`src/rtl/core/assert_macros.svh`:
```
// ----------------------------------------------------------------------------
// assert_macros.svh
// Assertion macros used by iteration_palette_colorizer.
// ----------------------------------------------------------------------------
`ifndef ASSERT_MACROS_SVH
`define ASSERT_MACROS_SVH

// same-cycle implication
`define ICP_ASSERT_IMP(label, clk, rst, pre, post) \
   label: assert property (@(posedge clk) disable iff (rst) (pre) |-> (post)) \
      else $error("icp assertion failed");

// next-cycle implication
`define ICP_ASSERT_NXT(label, clk, rst, pre, post) \
   label: assert property (@(posedge clk) disable iff (rst) (pre) |=> (post)) \
      else $error("icp assertion failed");

`endif

```
`src/rtl/core/icp_ram.sv`:
```
// ----------------------------------------------------------------------------
// icp_ram
// Generic single-write, single-read RAM with registered read data.
// ----------------------------------------------------------------------------
module icp_ram #(
   parameter int WIDTH = 32,
   parameter int DEPTH = 16
) (
   input  logic                     clock,
   input  logic                     wr_en,
   input  logic [$clog2(DEPTH)-1:0] wr_addr,
   input  logic [WIDTH-1:0]         wr_data,
   input  logic [$clog2(DEPTH)-1:0] rd_addr,
   output logic [WIDTH-1:0]         rd_data
);

   logic [WIDTH-1:0] mem_ff [DEPTH];
   logic [WIDTH-1:0] rd_data_ff;

   always_ff @(posedge clock) begin
      if (wr_en) begin
         mem_ff[wr_addr] <= wr_data;
      end
      rd_data_ff <= mem_ff[rd_addr];
   end

   assign rd_data = rd_data_ff;

endmodule

```
`config.mk`:
```
export PLATFORM = sky130hd
export DESIGN_NAME = icp_ram
export DESIGN_NICKNAME = d
export VERILOG_FILES = /design/src/rtl/core/assert_macros.svh /design/src/rtl/core/icp_ram.sv
export SDC_FILE = /design/constraint.sdc
export NUM_CORES = 1
export LEC_CHECK = 0
export ABC_CLOCK_PERIOD_IN_PS = 3750
export BUFFER_PORTS_ARGS = -buffer_cell sky130_fd_sc_hd__buf_2
export CAP_MARGIN = 20
export CORE_AREA = 2 2 217 272
export DETAILED_ROUTE_END_ITERATION = 8
export DIE_AREA = 0 0 219 274
export GPL_TIMING_DRIVEN = 0
export PLACE_DENSITY = 0.61
export SLEW_MARGIN = 20
export SYNTH_ARGS = -nofsm -noshare
export SYNTH_HDL_FRONTEND = slang
export SYNTH_SLANG_ARGS = --single-unit
```
`constraint.sdc`:
```
create_clock -name clock -period 3.75 [get_ports clock]
set_input_delay 0.375 -clock clock [delete_from_list [all_inputs] [get_ports clock]]
set_output_delay 0.375 -clock clock [all_outputs]
set_load 0.05 [all_outputs]
```
==> results of run 1 <==
## layout make-up
type / instances / area, sq um / share of cell area [%]
Buffer: 43 / 223 / 0.946
Clock buffer: 77 / 1420 / 6.04
Clock inverter: 14 / 153 / 0.648
Multi-Input combinational cell: 251 / 3730 / 15.8
Sequential cell: 544 / 16000 / 68.0
Tap cell: 757 / 947 / 4.02
Timing Repair Buffer: 111 / 1070 / 4.53
## logic make-up after synthesis
| logic type | Yosys count |
|---|---|
| multiplexers | 128 |
| flip-flops | 544 |
| AND/OR/NAND/NOR | 59 |
| AO/OA/AOI/OAI | 64 |
| buffers and inverters | 43 |
## through the flow
step,utilization (%),TNS (ps),setup WS [ps],instances,cell area [sq um]
final,40.8,0,1940,1797,23600
after global routing,40.8,0,1870,1797,23600
after CTS,40.8,0,1930,1797,23600
after detailed placement,38.1,0,1340,1706,22000
after global placement,36.7,-458040,-2420,1666,21200
after floorplan,-,0,195,838,19900
## registers in the layout, summed over array words and instances, names as in the netlist
name,count
mem_ff,512
rd_data,32
## worst max path at each step
stage | end | start | slack (ps) | depth (start not counted)
2_1_floorplan | mem_ff[0][0] | wr_addr[2] | 200 | 2
3_3_place_gp | mem_ff[8][31] | wr_addr[2] | -2420 | 3
3_5_place_dp | mem_ff[4][28] | wr_addr[3] | 1340 | 6
4_1_cts | mem_ff[4][28] | wr_addr[3] | 1930 | 6
5_1_grt | mem_ff[4][28] | wr_addr[3] | 1870 | 6
6_report | mem_ff[4][27] | wr_addr[3] | 1940 | 6
## critical path, delay by kind of cell
kind | cells | cell delay (ps)
AND/OR/NAND/NOR | 2 | 950
buffers and inverters | 4 | 730
## where the power goes
| part | switching, mW | leakage, nW | total (mW) | internal (mW) |
|---|---|---|---|---|
| Sequential | 0.0317 | 4.89 | 6.83 | 6.79 |
| Clock | 2.12 | 0.763 | 4.88 | 2.76 |
| Combinational | 0.503 | 1.85 | 0.770 | 0.267 |
## Yosys cell counts
cell type  number
edfxtp_1      512
mux4_2        128
a22oi_1        64
nand2_1        33
dfxtp_1        32
clkbuf_1       17
nor2_1         13
buf_4          11
buf_1           9
buf_2           4
nor3_1          4
buf_6           2
nand2b_1        2
nand3b_1        2
nor2b_1         2
and2_1          1
nand3_1         1
or3b_2          1
## layer usage
| metal | part of all wire, % | GRT usage (%) | vias to the layer above |
|---|---|---|---|
| met2 | 51 | 24.7 | 257 |
| met4 | 2.5 | 4.43 | 6 |
| met1 | 41 | 18.9 | 4810 |
| met5 | 0.098 | 0 | - |
| met3 | 5.4 | 2.54 | 67 |
| li1 | - | - | 3893 |
==> metrics.yaml, run 1 <==
yosys:
  synth_simple_gate_area_share_pct: 1.27
  yosysTopAreaCell: "edfxtp_1"
  synthAdderAreaFrac_pct: 0
  synth_top_family_by_area: "multiplexers"
  synthMuxAreaShare_pct: 14.5
  avgSynthCellArea_sq_um: 23.7
  synthXorXnorAreaFrac_pct: 0
  seq_area_frac_synth_pct: 80.7
  synth.distinct_cells: 18
  synth_compound_area_share_pct: 2.42
  netlist_area_sq_mm: 0.0199
  synth_nets: 880
  yosys_warnings: 0
  synth_seq_cells: 544
  syn_inst: 838
  synth_top_area_share_pct: 77.4
  yosys-top-cells-area: "edfxtp_1 (77%), mux4_2 (15%), dfxtp_1 (3.2%)"
final_layout:
  drive_gt1_share_pct: 32.9
  fillCellCount: 5070
  layout_commonest_cell: "edfxtp_1"
  final_cell_mix: "edfxtp_1 (512), mux4_2 (128), buf_2 (75), a22oi_1 (64), clkbuf_16 (50)"
  syn_to_final_growth_pct: 18.6
  fin_nets: 1042
  diodes: 0
drt:
  vias: 9033
  route.detailed.drc: 0
  finalWirelength_um: 42700
  avgRoutedWirePerCell_um: 23.7
  ant_nets: 0
  drt_first_pass_iters: 5
  drt-initial-drc-count: 876
  vias_per_cell: 5.03
grt:
  grt_pass1_vias: 9651
  antenna_found_initial: 4
  grt_first_pass_wirelength_um: 63500
  grt-ovfl-total: 0
  grt_max_degree: 20
  track_usage_pct: 14.5
worst_hold_path:
  hp-class: "input pin to flop"
  holdPathStages: 1
  hold_end: "mem_ff[14][26]"
  hold_start: "wr_data[26]"
floorplanning:
  core_area_sq_mm: 0.0577
  dieArea_sq_mm: 0.0600
  dieWidth_um: 219
  start_util_pct: 34.4
  ios: 74
  fp.dieH_um: 274
  rows: 99
sta:
  slew_headroom_pct: 37.0
  clock_skew_ps: 11.4
  fin_crit_ps: 1810
  hold_viol_final: 0
  fmax_mhz: 553
  worst_slew_pin_slew_ps: 945
  maxSlewViolCount: 0
  period_share_pct: 48.2
  hold_ws_ps: 179
  setup_viol: 0
  rsz0062_at_grt: "no"
clocking:
  cts_resized: 0
  worstSkewPairLatency_ps: 560
  cts_setup_buffers: 0
  cts_buffer_depth: 3
  cts_tree: "yes"
  cts_hold_buf: 0
  clock_sinks: 544
  cts_buffers: 49
  cts_max_level: 2
  root_buffer: "clkbuf_16"
  clk_pin_slew_ps: 60
setup_path:
  crit_chain: "buf_2 > nand3b_1 > nor3_2 > buf_6 > buf_6 > buf_4"
  end_kind: "flop"
  crit_path_start_kind: "input pin"
  crit_arrival_ps: 2080
  cpMostUsedCell: "buf_6"
  crit_type: "input pin to flop"
  r2r_slack_ps: 2370
  r2r_end: "rd_data[31]"
  r2r_cells: 3
  slowest_delay_ps: 590
  cp_data_required_time_ps: 4020
  path_max_fanout: 7
  cp_slowest_cell: "nor3_2"
  rr_startpoint: "mem_ff[3][31]"
power:
  finalPower_mw: 12.5
  leakagePower_nw: 7.51
  power.ir.vdd_worst_v: 0.000360
  powerDensity_mw_per_mm2: 530
run_status:
  status: "complete, no violations"
place:
  portBuffers: 71
  dpl.hpwl_um: 28500
  gp_congestion: 0.698
run:
  maxCapViolCount: 0
Note: power is estimated with default switching activity, not from simulation.
==> run 2, diff against run 1 <==
Settings changed: ABC_CLOCK_PERIOD_IN_PS 3750 to 1600.
Clock period 3.75 ns to 1.6 ns, I/O delays scaled along.
==> run 2 against run 1 <==
Clock skew is 6.6 ps higher. Total power increased by 150%. Wire length shrank 0.50%. Critical path depth fell by 1. Combinational power up 140%. Core utilization is 1.0 points higher. Clock-buffer cell count is 6 lower.
==> metrics.yaml, run 2 (same netlist as run 1, synthesis figures left out) <==
run_status:
  status: "complete, no violations"
setup_path:
  cp_data_required_time_ps: 2050
  crit_arrival_ps: 1910
  crit_type: "input pin to flop"
  r2r_slack_ps: 160
  crit_path_start_kind: "input pin"
  end_kind: "flop"
  path_max_fanout: 10
drt:
  drt-initial-drc-count: 845
  drt_first_pass_iters: 5
  avgRoutedWirePerCell_um: 23.3
  route.detailed.drc: 0
  ant_nets: 0
  vias: 9133
  finalWirelength_um: 42500
  vias_per_cell: 5.01
clocking:
  cts_buffer_depth: 3
  cts_tree: "yes"
  clk_pin_slew_ps: 70
  cts_buffers: 51
  worstSkewPairLatency_ps: 580
  clock_sinks: 544
  cts_max_level: 2
  cts_setup_buffers: 0
  root_buffer: "clkbuf_16"
final_layout:
  final_cell_mix: "edfxtp_1 (512), mux4_2 (128), buf_2 (75), a22oi_1 (64), clkbuf_16 (53)"
  largest_reg_flops: 512
  largest-register: "mem_ff"
  diodes: 0
  drive_gt1_share_pct: 32.5
  fillCellCount: 5069
  layout_commonest_cell: "edfxtp_1"
  fin_cells: 1824
  fin_nets: 1067
  syn_to_final_growth_pct: 21.6
  utilization_pct: 41.8
grt:
  met2_usage_pct: 24.4
  track_usage_pct: 14.5
  grt_max_degree: 18
  grt-ovfl-total: 0
  use_met1_pct: 19.2
  grt_util_met3_pct: 2.86
  grt_pass1_vias: 9833
  grt_first_pass_wirelength_um: 63900
  grt.busiest_layer: "met2"
  antenna_found_initial: 1
place:
  dp_cells: 1697
  portBuffers: 71
  gp_congestion: 0.698
  dpl.hpwl_um: 28300
floorplanning:
  start_util_pct: 34.4
  fp.dieH_um: 274
  core_area_sq_mm: 0.0577
  ios: 74
  dieWidth_um: 219
  dieArea_sq_mm: 0.0600
  rows: 99
worst_hold_path:
  hp-class: "input pin to flop"
sta:
  maxSlewViolCount: 0
  slew_headroom_pct: 41.3
  clock_skew_ps: 18.0
  worst_slew_pin_slew_ps: 880
  fmax_mhz: 688
  period_share_pct: 90.8
  rsz0062_at_grt: "no"
  setup_viol: 0
  fin_crit_ps: 1450
  hold_viol_final: 0
power:
  leakagePower_nw: 7.75
  power.ir.vdd_worst_v: 0.000689
  powerDensity_mw_per_mm2: 1270
run:
  maxCapViolCount: 0
[run 2: cell types whose count changed in the layout (fill, tap and decap cells not counted), moves of 2 or more]
cell,delta
dlygate4sd3_1,+32
buf_6,-5
nor3_2,-4
buf_4,-12
bufinv_16,+5
nor3_4,+4
buf_16,+4
clkbuf_8,+2
buf_12,-3
clkbuf_1,-11
buf_8,+7
clkinv_2,+4
clkbuf_16,+3
[run 2: what timing repair did]
| item | in CTS | in global routing |
|---|---|---|
| endpoints found under the hold margin | 512 | 0 |
| resized for setup | 0 | 0 |
| hold buffers | 32 | 0 |
[run 2: final timing paths]
kind,endpoint,cells past startpoint,start
max,rd_data[21],5,rd_addr[1]
min,mem_ff[4][21],2,wr_addr[0]
max reg2reg,rd_data[21],3,mem_ff[2][21]
min reg2reg,rd_data[1],3,mem_ff[14][1]
[run 2: where the power goes]
part           internal (mW)  switching, mW
combinational          0.680           1.19
sequential              15.9         0.0756
clock                   7.63           5.16
total                   24.2           6.43
[run 2: routing by layer]
metal	vias up	routed length, um
met5	-	16
met4	2	790
met3	55	2590
met2	277	21500
met1	4852	17500
li1	3947	-
[run 2: worst max-delay path, stage by stage]
cell and delay [ps]:
buf_2 210, buf_1 690, mux4_2 410, a22oi_1 310, nand2_1 120
[run 2: layout make-up]
type / count / area [sq um] / share of cell area (%)
flip-flops and latches: 544 / 16000 / 66.4
plain buffers: 43 / 223 / 0.923
multi-input cells: 251 / 3750 / 15.6
well taps: 757 / 947 / 3.92
repair buffers: 134 / 1400 / 5.79
clock buffers: 71 / 1480 / 6.15
clock inverters: 24 / 315 / 1.31
[run 2: through the flow]
stage	instance area, sq um	hold WS, ps	setup TNS (ps)	power, mW	worst slack [ps]
2_1_floorplan	20000	259	-48880	17.4	-250
4_1_cts	24100	117	0	30.9	110
3_5_place_dp	22000	544	-117700	18.2	-509
5_1_grt	24100	143	0	31.6	94.0
3_3_place_gp	21300	524	-456220	18.0	-1280
6_report	24100	141	0	30.7	147
